===== config.mk =====
export PLATFORM = sky130hd
export DESIGN_NAME = dsm_div
export DESIGN_NICKNAME = d
export VERILOG_FILES = /design/src/rtl/dsm_pkg.sv /design/src/rtl/dsm_div.sv
export SDC_FILE = /design/constraint.sdc
export NUM_CORES = 1
export LEC_CHECK = 0
export ABC_CLOCK_PERIOD_IN_PS = 6400
export BUFFER_PORTS_ARGS = -buffer_cell sky130_fd_sc_hd__buf_2
export CORE_UTILIZATION = 45
export DETAILED_ROUTE_END_ITERATION = 8
export GPL_TIMING_DRIVEN = 0
export PLACE_DENSITY = 0.68
export SKIP_LAST_GASP = 1
export SLEW_MARGIN = 25
export SYNTH_ARGS = -nofsm -noshare
export SYNTH_HDL_FRONTEND = slang
export SYNTH_SLANG_ARGS = --single-unit

===== constraint.sdc =====
create_clock -name clk -period 6.4 [get_ports clk]
set_input_delay 0.64 -clock clk [delete_from_list [all_inputs] [get_ports clk]]
set_output_delay 0.64 -clock clk [all_outputs]
set_load 0.005 [all_outputs]

===== src/rtl/dsm_pkg.sv =====
// ----------------------------------------------------------------------------
// dsm_pkg
// Shared codes and types of the dual-stack machine: commands, opcodes,
// port-5 query codes and the divider request/response bundles.
// ----------------------------------------------------------------------------
package dsm_pkg;

    // commands
    localparam logic [2:0] CMD_MEM_WR  = 3'd0;
    localparam logic [2:0] CMD_MEM_RD  = 3'd1;
    localparam logic [2:0] CMD_EXEC    = 3'd2;
    localparam logic [2:0] CMD_PORT_WR = 3'd3;
    localparam logic [2:0] CMD_PORT_RD = 3'd4;

    // opcodes
    localparam logic [31:0] OP_NOP    = 32'd0;
    localparam logic [31:0] OP_LIT    = 32'd1;
    localparam logic [31:0] OP_DUP    = 32'd2;
    localparam logic [31:0] OP_DROP   = 32'd3;
    localparam logic [31:0] OP_SWAP   = 32'd4;
    localparam logic [31:0] OP_PUSH   = 32'd5;
    localparam logic [31:0] OP_POP    = 32'd6;
    localparam logic [31:0] OP_LOOP   = 32'd7;
    localparam logic [31:0] OP_JUMP   = 32'd8;
    localparam logic [31:0] OP_RETURN = 32'd9;
    localparam logic [31:0] OP_GT_JMP = 32'd10;
    localparam logic [31:0] OP_LT_JMP = 32'd11;
    localparam logic [31:0] OP_NE_JMP = 32'd12;
    localparam logic [31:0] OP_EQ_JMP = 32'd13;
    localparam logic [31:0] OP_FETCH  = 32'd14;
    localparam logic [31:0] OP_STORE  = 32'd15;
    localparam logic [31:0] OP_ADD    = 32'd16;
    localparam logic [31:0] OP_SUB    = 32'd17;
    localparam logic [31:0] OP_MUL    = 32'd18;
    localparam logic [31:0] OP_DIVMOD = 32'd19;
    localparam logic [31:0] OP_AND    = 32'd20;
    localparam logic [31:0] OP_OR     = 32'd21;
    localparam logic [31:0] OP_XOR    = 32'd22;
    localparam logic [31:0] OP_SHL    = 32'd23;
    localparam logic [31:0] OP_SHR    = 32'd24;
    localparam logic [31:0] OP_ZEXIT  = 32'd25;
    localparam logic [31:0] OP_INC    = 32'd26;
    localparam logic [31:0] OP_DEC    = 32'd27;
    localparam logic [31:0] OP_IN     = 32'd28;
    localparam logic [31:0] OP_OUT    = 32'd29;
    localparam logic [31:0] OP_WAIT   = 32'd30;

    // port-5 capability queries
    localparam logic [31:0] Q_SIZE   = 32'hFFFF_FFFF;
    localparam logic [31:0] Q_DDEPTH = 32'hFFFF_FFFB;
    localparam logic [31:0] Q_RDEPTH = 32'hFFFF_FFFA;
    localparam logic [31:0] Q_HALT   = 32'hFFFF_FFF7;

    localparam int PORT_QUERY = 5;

    typedef struct packed {
        logic        start;
        logic [31:0] dividend;
        logic [31:0] divisor;
    } div_req_t;

    typedef struct packed {
        logic        done;
        logic [31:0] quotient;
        logic [31:0] remainder;
    } div_rsp_t;

endpackage


===== src/rtl/dsm_div.sv =====
// ----------------------------------------------------------------------------
// dsm_div
// Unsigned 32-bit restoring divider, one quotient bit per cycle.
// ----------------------------------------------------------------------------
module dsm_div (
    input  logic               clk,
    input  logic               rst_n,
    input  dsm_pkg::div_req_t  req,
    output dsm_pkg::div_rsp_t  rsp
);

    logic        busy_reg, busy_next;
    logic        done_reg, done_next;
    logic [4:0]  cnt_reg, cnt_next;
    logic [31:0] rem_reg, rem_next;
    logic [31:0] quo_reg, quo_next;
    logic [31:0] dvs_reg, dvs_next;
    logic [32:0] shifted;
    logic [32:0] diff;

    // one shift-subtract step
    always_comb
    begin
        shifted   = {rem_reg, quo_reg[31]};
        diff      = shifted - {1'b0, dvs_reg};
        busy_next = busy_reg;
        done_next = 1'b0;
        cnt_next  = cnt_reg;
        rem_next  = rem_reg;
        quo_next  = quo_reg;
        dvs_next  = dvs_reg;
        if (req.start)
        begin
            busy_next = 1'b1;
            cnt_next  = '0;
            rem_next  = '0;
            quo_next  = req.dividend;
            dvs_next  = req.divisor;
        end
        else if (busy_reg)
        begin
            if (!diff[32])
            begin
                rem_next = diff[31:0];
                quo_next = {quo_reg[30:0], 1'b1};
            end
            else
            begin
                rem_next = shifted[31:0];
                quo_next = {quo_reg[30:0], 1'b0};
            end
            cnt_next = cnt_reg + 5'd1;
            if (cnt_reg == 5'd31)
            begin
                busy_next = 1'b0;
                done_next = 1'b1;
            end
        end
    end

    always_ff @(posedge clk or negedge rst_n)
    begin
        if (!rst_n)
        begin
            busy_reg <= 1'b0;
            done_reg <= 1'b0;
            cnt_reg  <= '0;
            rem_reg  <= '0;
            quo_reg  <= '0;
            dvs_reg  <= '0;
        end
        else
        begin
            busy_reg <= busy_next;
            done_reg <= done_next;
            cnt_reg  <= cnt_next;
            rem_reg  <= rem_next;
            quo_reg  <= quo_next;
            dvs_reg  <= dvs_next;
        end
    end

    assign rsp.done      = done_reg;
    assign rsp.quotient  = quo_reg;
    assign rsp.remainder = rem_reg;

endmodule


==> impl_metrics.json, run 1 <==
{
  "status": "complete, no violations",
  "die_y_um": 122,
  "critical_path.max_stage_delay_ps": 630,
  "synthAdderAreaFrac": 0.0686,
  "setup_viol": 0,
  "htree_levels": 3,
  "ys_seq_area_frac": 0.397,
  "clock_skew_ps": 12.4,
  "min_path_type": "primary input to asynchronous set/reset pin",
  "tightest_slew_ps": 858,
  "crit_chain": "inv_1, ha_1, inv_1, fa_1, a211oi_1, o211ai_1, a32oi_1, a21oi_1, a41oi_1, and2_1, buf_6, buf_6, buf_6, nand3b_1, a311oi_2",
  "antenna_found_initial": 0,
  "final_common_cell": "buf_2",
  "synthSimpleGateAreaFrac": 0.147,
  "power_frac_comb": 0.161,
  "grt_pass1_vias": 5670,
  "syn_area_um2": 6490,
  "die_area_um2": 14900,
  "fin_setup_tns_ps": 0,
  "max_cap_violations": 0,
  "grt_pass1_wl_um": 28600,
  "ant_nets": 0,
  "start_util": 0.464,
  "cts.repair.resized": 0,
  "diodes": 0,
  "synth_top_family_by_area": "compound AO/OA/AOI/OAI gates",
  "placed_cells": 1024,
  "async_reset_ff_frac": 1.00,
  "drtIter0Drc": 354,
  "place_hpwl_um": 13000,
  "routed_wl_um": 17400,
  "cp_common_cell": "buf_6",
  "cp.arrival_ps": 4400,
  "synthXorXnorAreaFrac": 0.0337,
  "dr.pass1.iters": 5,
  "root_buffer": "clkbuf_16",
  "clock.fmax_mhz": 242,
  "r2r-start": "quo_reg[31]",
  "row_count": 43,
  "relSlewSlack": 0.428,
  "clock_path_buffers": 2,
  "clk_latency_ps": 360,
  "cts_buffers": 9,
  "p_leak_uw": 0.00395,
  "p_sw_uw": 436,
  "viasPerCell": 5.55,
  "yosys_warnings": 0,
  "syn-num-nets": 815,
  "grt.overflow.total": 0,
  "cp-end-kind": "flip-flop",
  "grt_max_degree": 70,
  "nNetsFinal": 957,
  "wl_per_cell_um": 16.7,
  "drc": 0,
  "die_w_um": 122,
  "clk_transition_reported_paths_ps": 70,
  "hold_viol": 0,
  "place.gp.congestion": 0.894,
  "ir_worst_vdd_mv": 0.147,
  "cp.required_ps": 6660,
  "portBuffers": 130,
  "clock_sinks": 103,
  "worst_r2r_path_depth": 15,
  "hold_buffers": 0,
  "core_area_um2": 14000,
  "synth_ff_type": "dfrtp_1",
  "synth.area.mux_share": 0.0927,
  "track_usage": 0.248,
  "worstSetupStartpointType": "flip-flop",
  "power.share.clock": 0.375,
  "syn2layout_area_growth_pct": 18.7,
  "finalCriticalPeriod_ps": 4140,
  "nFillCells": 1328,
  "drive_gt1_frac": 0.201,
  "fin_cells": 1040,
  "ios": 132,
  "power.internal_uw": 1100,
  "vias": 5767,
  "switching_share": 0.283,
  "layout_common_cells": "buf_2 (129), dfrtp_1 (103), nand2_1 (86)",
  "synth_seq_cells": 103,
  "cts_tree": "done",
  "post-cts-setup-buffers": 0,
  "synthCells": 713,
  "cp_slowest_cell": "a41oi_1",
  "maxSlewViolCount": 0,
  "crit_path_max_fanout": 10,
  "ys_types": 57,
  "fin_crit_sh": 0.647,
  "r2r-end": "rem_reg[27]",
  "critical_path_class": "flip-flop to flip-flop",
  "p_seq_frac": 0.464,
  "avgSynthCellArea_um2": 9.10,
  "synth_compound_area_frac": 0.209,
  "synth_edf_count": 0,
  "r2r_slack_ps": 2260,
  "p_per_area_nw_per_um2": 200,
  "rsz0062_at_grt": "false"
}
==> per-stage QoR <==
step                 util  total power [µW]  hold WS, ps  worst slack, ps  cell area [µm²]
detailed placement  0.529               971          504             2380             7400
floorplan               -               871          344             3270             6490
finish              0.551              1540          164             2260             7700
global placement    0.526               964          508             2390             7360
global route        0.551              1610          180             2130             7700
CTS                 0.551              1550          170             2330             7700
==> metal layers <==
metal / wire, µm / vias to the layer above / track usage
li1: - / 2810 / -
met1: 7910 / 2737 / 0.328
met2: 7910 / 195 / 0.400
met3: 1210 / 25 / 0.0674
met4: 345 / 0 / 0.0640
met5: 0 / - / 0
==> Yosys cell counts (all sizes together) (4+ instances only) <==
| cell type | count | share of area |
|---|---|---|
| dfrtp | 103 | 0.40 |
| o21ai | 89 | 0.069 |
| nand2 | 86 | 0.050 |
| mux2i | 59 | 0.091 |
| nor2 | 59 | 0.034 |
| inv | 39 | 0.023 |
| a21oi | 34 | 0.026 |
| ha | 34 | 0.066 |
| a211oi | 27 | 0.033 |
| clkbuf | 26 | 0.015 |
| nand2b | 16 | 0.022 |
| xnor2 | 15 | 0.020 |
| buf | 12 | 0.014 |
| nand3 | 11 | 0.0085 |
| a21o | 10 | 0.012 |
| xor2 | 10 | 0.013 |
| a311oi | 8 | 0.017 |
| a31oi | 7 | 0.0067 |
| nor3 | 7 | 0.0054 |
| o21a | 7 | 0.0081 |
| o22ai | 5 | 0.0048 |
| a21boi | 4 | 0.0046 |
| and2 | 4 | 0.0039 |
| nand4 | 4 | 0.0039 |
==> worst max-delay path by stage <==
stage,from,end,slack [ps],cells after the start
6_report,quo_reg[31],rem_reg[27],2260,15
5_1_grt,quo_reg[31],rem_reg[29],2130,15
4_1_cts,quo_reg[31],rem_reg[27],2330,15
3_5_place_dp,quo_reg[31],rem_reg[27],2380,15
3_3_place_gp,quo_reg[31],rem_reg[27],2390,15
2_1_floorplan,quo_reg[31],rem_reg[27],3270,15
==> critical path, delay by kind of cell, from the launching register on <==
| family | cells | cell delay (ps) |
|---|---|---|
| AOI/OAI and AO/OA | 6 | 2050 |
| buffers and inverters | 5 | 600 |
| adders and majority gates | 2 | 590 |
| DFF | 1 | 430 |
| and+or+nand+nor | 2 | 370 |
==> power by group through the flow <==
| stage | clock, µW | combinational, µW | sequential (µW) |
|---|---|---|---|
| detailed placement | 0 | 246 | 724 |
| finish | 576 | 248 | 713 |
| CTS | 589 | 249 | 713 |
| floorplan | 0 | 149 | 722 |
| global placement | 0 | 240 | 725 |
| global route | 611 | 281 | 717 |
==> kinds of logic after synthesis <==
logic type               after synthesis
buffers and inverters                 77
flip-flops                           103
AO/OA/AOI/OAI                        209
XOR/XNOR                              25
multiplexers                          60
AND/OR/NAND/NOR                      204
adder cells (fa/ha/maj)               35
==> final cells by class <==
class                   instances  area (µm²)  share of cell area
plain buffers                  38         191              0.0248
inverters                      39         146              0.0190
repair buffers                131         684              0.0888
flip-flops and latches        103        2580               0.335
well taps                     180         225              0.0292
multi-input cells             533        3570               0.464
clock buffers                  10         229              0.0297
clock inverters                 6        77.6              0.0101
No activity file was read; power rests on OpenSTA's default activity.
==> run 2, diff against run 1 <==
--- a/config.mk
+++ b/config.mk
@@ -5,7 +5,7 @@
 export SDC_FILE = /design/constraint.sdc
 export NUM_CORES = 1
 export LEC_CHECK = 0
-export ABC_CLOCK_PERIOD_IN_PS = 6400
+export ABC_CLOCK_PERIOD_IN_PS = 4250
 export BUFFER_PORTS_ARGS = -buffer_cell sky130_fd_sc_hd__buf_2
 export CORE_UTILIZATION = 45
 export DETAILED_ROUTE_END_ITERATION = 8
==> constraint.sdc (replaced) <==
create_clock -name clk -period 4.25 [get_ports clk]
set_input_delay 0.425 -clock clk [delete_from_list [all_inputs] [get_ports clk]]
set_output_delay 0.425 -clock clk [all_outputs]
set_load 0.005 [all_outputs]
==> impl_metrics.json, run 2 (synthesis gave the netlist of run 1 again) <==
{
  "r2r-end": "rem_reg[27]",
  "maxSlewViolCount": 0,
  "cp_common_cell": "buf_6",
  "cts_tree": "done",
  "min_from": "req[13]",
  "htree_levels": 3,
  "clock_sinks": 103,
  "cp_slowest_cell": "dfrtp_1",
  "min_path_cells": 3,
  "clock.fmax_mhz": 256,
  "portBuffers": 130,
  "grt_pass1_wl_um": 28600,
  "whs_endpoint": "dvs_reg[13]",
  "multi_input_area_um2": 3580,
  "antenna_found_initial": 0,
  "wl_per_cell_um": 16.7,
  "fin_setup_tns_ps": 0,
  "start_util": 0.464,
  "finalCriticalPeriod_ps": 3910,
  "vias": 5762,
  "core_area_um2": 14000,
  "clk_transition_reported_paths_ps": 80,
  "cp-end-kind": "flip-flop",
  "layout_common_cells": "buf_2 (129), dfrtp_1 (103), nand2_1 (86)",
  "nFillCells": 1326,
  "place_hpwl_um": 13000,
  "hold_viol": 0,
  "worstSetupStartpointType": "flip-flop",
  "grt_max_degree": 70,
  "drive_gt1_frac": 0.202,
  "dp_slack_ps": 233,
  "setup_slack_ps": 341,
  "rsz0062_at_grt": "false",
  "grt.overflow.total": 0,
  "p_leak_uw": 0.00395,
  "ios": 132,
  "placed_area_um2": 7400,
  "worst_r2r_path_depth": 15,
  "cp.arrival_ps": 4170,
  "crit_path_max_fanout": 10,
  "die_area_um2": 14900,
  "viasPerCell": 5.54,
  "die_y_um": 122,
  "post-cts-setup-buffers": 0,
  "drtIter0Drc": 418,
  "die_w_um": 122,
  "clock_skew_ps": 12.5,
  "diodes": 0,
  "r2r_slack_ps": 340,
  "min_path_type": "primary input to flip-flop",
  "crit_chain": "inv_1, ha_1, inv_1, fa_1, a211oi_1, o211ai_1, a32oi_1, a21oi_1, a41oi_2, and2_1, buf_6, buf_6, buf_6, nand3b_1, a311oi_2",
  "row_count": 43,
  "clk_latency_ps": 360,
  "routed_wl_um": 17400,
  "grt_pass1_vias": 5670,
  "cts_buffers": 9,
  "cp.required_ps": 4520,
  "r2r-start": "quo_reg[31]",
  "ir_worst_vdd_mv": 0.222,
  "tightest_slew_ps": 855,
  "ant_nets": 0,
  "nNetsFinal": 958,
  "place.gp.congestion": 0.894,
  "setup_viol": 0,
  "drc": 0,
  "clock_path_buffers": 2,
  "dr.pass1.iters": 4,
  "critical_path.max_stage_delay_ps": 430,
  "postLayoutCellArea_um2": 7720,
  "p_per_area_nw_per_um2": 300,
  "max_cap_violations": 0,
  "final_common_cell": "buf_2",
  "relSlewSlack": 0.430,
  "status": "complete, no violations",
  "syn2layout_area_growth_pct": 19.0,
  "track_usage": 0.248,
  "root_buffer": "clkbuf_16",
  "fin_crit_sh": 0.920,
  "critical_path_class": "flip-flop to flip-flop",
  "whs_ps": 260,
  "regArea_um2": 2580
}
[run 2: timing repair]
action / in CTS / in global routing
gates resized for setup: 0 / 1
hold endpoints to repair: 34 / 0
hold buffers: 1 / 0
endpoints found under the setup margin: 0 / 2
[run 2: metal layers]
| layer | vias to the layer above | part of all wire | GRT usage |
|---|---|---|---|
| met5 | - | 0 | 0 |
| met4 | 0 | 0.018 | 0.0640 |
| met3 | 24 | 0.074 | 0.0674 |
| met2 | 205 | 0.46 | 0.400 |
| met1 | 2722 | 0.45 | 0.328 |
| li1 | 2811 | - | - |
[run 2: worst max-delay path, delay by kind of cell, from the launching register on]
kind / cells / cell delay (ps)
compound gates: 6 / 1860
simple gates: 2 / 340
buf+inv: 5 / 600
flops: 1 / 430
fa+ha+maj: 2 / 590
[run 2: worst max-delay path by stage]
stage	from	to	slack, ps
floorplan	quo_reg[31]	rem_reg[27]	1120
global placement	quo_reg[31]	rem_reg[27]	240
detailed placement	quo_reg[31]	rem_reg[27]	230
CTS	quo_reg[31]	rem_reg[27]	180
global route	quo_reg[31]	rem_reg[29]	190
finish	quo_reg[31]	rem_reg[27]	340
[run 2: per-stage QoR]
stage | instances | util | power [µW]
floorplan | 713 | - | 1310
global placement | 1023 | 0.526 | 1450
detailed placement | 1024 | 0.529 | 1460
CTS | 1041 | 0.552 | 2330
global route | 1041 | 0.552 | 2420
finish | 1041 | 0.552 | 2310
[run 2: cell type report]
class,instances,area share
multi-input combinational,533,0.464
sequential,103,0.334
timing repair buffer,132,0.0899
clock buffer,10,0.0297
tap,180,0.0292
buffer,38,0.0248
inverter,39,0.0190
clock inverter,6,0.0100
[run 2: power by group]
group | switching (µW) | leakage, µW | total (µW) | internal [µW]
clock | 398 | 0.000147 | 866 | 468
combinational | 221 | 0.00249 | 375 | 154
sequential | 35.9 | 0.00131 | 1070 | 1040
==> run 3, diff against run 2 <==
--- a/config.mk
+++ b/config.mk
@@ -7,6 +7,7 @@
 export LEC_CHECK = 0
 export ABC_CLOCK_PERIOD_IN_PS = 4250
 export BUFFER_PORTS_ARGS = -buffer_cell sky130_fd_sc_hd__buf_2
+export CORE_ASPECT_RATIO = 0.75
 export CORE_UTILIZATION = 45
 export DETAILED_ROUTE_END_ITERATION = 8
 export GPL_TIMING_DRIVEN = 0
==> impl_metrics.json, run 3 (synthesis gave the netlist of run 1 again) <==
{
  "status": "complete, no violations",
  "die_area_um2": 14900,
  "clock.fmax_mhz": 257,
  "max_cap_violations": 0,
  "viasPerCell": 5.50,
  "cts.repair.resized": 0,
  "clk_transition_reported_paths_ps": 70,
  "hold_viol": 0,
  "track_usage": 0.233,
  "ant_nets": 0,
  "cts_tree": "done",
  "drtIter0Drc": 372,
  "p_per_area_nw_per_um2": 290,
  "drc": 0,
  "row_count": 37,
  "layout_common_cells": "buf_2 (129), dfrtp_1 (103), nand2_1 (86)",
  "setup_viol": 0,
  "routed_wl_um": 17000,
  "grt_max_degree": 74,
  "crit_path_max_fanout": 10,
  "clk_latency_ps": 350,
  "diodes": 0,
  "post-cts-setup-buffers": 0,
  "ir_worst_vdd_mv": 0.199,
  "grt_pass1_vias": 5225,
  "clock_skew_ps": 6.16,
  "wl_per_cell_um": 16.4,
  "cts_buffers": 9,
  "grt_pass1_wl_um": 27500,
  "final_util": 0.552,
  "nFillCells": 1296,
  "tightest_slew_ps": 774,
  "core_area_um2": 13900,
  "ios": 132,
  "placed_area_um2": 7390,
  "fin_cells": 1035,
  "min_path_type": "primary input to flip-flop",
  "clock_path_buffers": 2,
  "antenna_found_initial": 0,
  "grt.overflow.total": 0,
  "postLayoutCellArea_um2": 7670,
  "hold_buffers": 1,
  "worstSetupStartpointType": "flip-flop",
  "clock_sinks": 103,
  "rsz0062_at_grt": "false",
  "dr.pass1.iters": 5,
  "cp.arrival_ps": 4150,
  "start_util": 0.467,
  "htree_levels": 3,
  "regArea_um2": 2580,
  "maxSlewViolCount": 0,
  "finalCriticalPeriod_ps": 3890,
  "place.gp.congestion": 0.912,
  "die_w_um": 141,
  "cp-end-kind": "flip-flop",
  "die_y_um": 106,
  "fin_setup_tns_ps": 0,
  "vias": 5688,
  "root_buffer": "clkbuf_16",
  "final_common_cell": "buf_2",
  "placed_cells": 1019,
  "relSlewSlack": 0.484,
  "portBuffers": 130,
  "nNetsFinal": 958,
  "drive_gt1_frac": 0.201,
  "place_hpwl_um": 12900,
  "syn2layout_area_growth_pct": 18.2,
  "p_leak_uw": 0.00393,
  "critical_path_class": "flip-flop to flip-flop",
  "multi_input_area_um2": 3570,
  "cp.required_ps": 4510,
  "fin_crit_sh": 0.915,
  "p_total_uw": 2220,
  "r2r_slack_ps": 360
}
## run 3: changes by cell type in the layout (fill, tap and decap cells not counted)
cell	previous run	this run
a41oi_1	0	1
a41oi_2	1	0
bufinv_16	1	0
clkbuf_1	27	26
clkinv_2	0	1
clkinv_4	2	0
clkinvlp_4	1	3
inv_6	0	2
inv_8	2	0
## run 3: layer usage
| metal | part of all wire | track usage | routed length (µm) | vias to the layer above |
|---|---|---|---|---|
| li1 | - | - | - | 2814 |
| met1 | 0.51 | 0.356 | 8730 | 2727 |
| met2 | 0.43 | 0.342 | 7270 | 137 |
| met3 | 0.049 | 0.0477 | 828 | 10 |
| met4 | 0.0071 | 0.0365 | 121 | 0 |
| met5 | 0 | 0 | 0 | - |
## run 3: cell type report
cell class	instances	area share
Sequential cell	103	0.336
Buffer	38	0.0250
Clock buffer	9	0.0294
Clock inverter	6	0.00587
Inverter	39	0.0191
Multi-Input combinational cell	533	0.466
Tap cell	175	0.0285
Timing Repair Buffer	132	0.0905
## run 3: power breakdown
| group | total (µW) | internal [µW] | switching [µW] |
|---|---|---|---|
| Sequential | 1070 | 1040 | 35.4 |
| Combinational | 372 | 154 | 217 |
| Clock | 780 | 397 | 382 |
| Total | 2220 | 1590 | 635 |
## run 3: critical path, cell delays in order, from the launching register on
cell and delay (ps):
dfrtp_1 430, inv_1 80, ha_1 150, inv_1 50, fa_1 420, a211oi_1 290, o211ai_1 200, a32oi_1 430
a21oi_1 220, a41oi_1 490, and2_1 210, buf_6 110, buf_6 160, buf_6 170, nand3_1 120, a311oi_2 250
## run 3: final timing paths
check                                  from          end  cells after the start
worst min register to register   dvs_reg[0]   dvs_reg[0]                      1
worst min-delay path                req[37]   quo_reg[5]                      3
worst max register to register  quo_reg[31]  rem_reg[29]                     15
worst max-delay path            quo_reg[31]  rem_reg[29]                     15
max in group asynchronous             rst_n   dvs_reg[9]                      3
min in group asynchronous             rst_n  dvs_reg[18]                      2
## run 3: stage by stage
stage	setup slack, ps	hold WS [ps]
after floorplan	1120	129
after global placement	427	498
after detailed placement	424	322
after CTS	380	269
after global routing	94.1	275
final	361	276
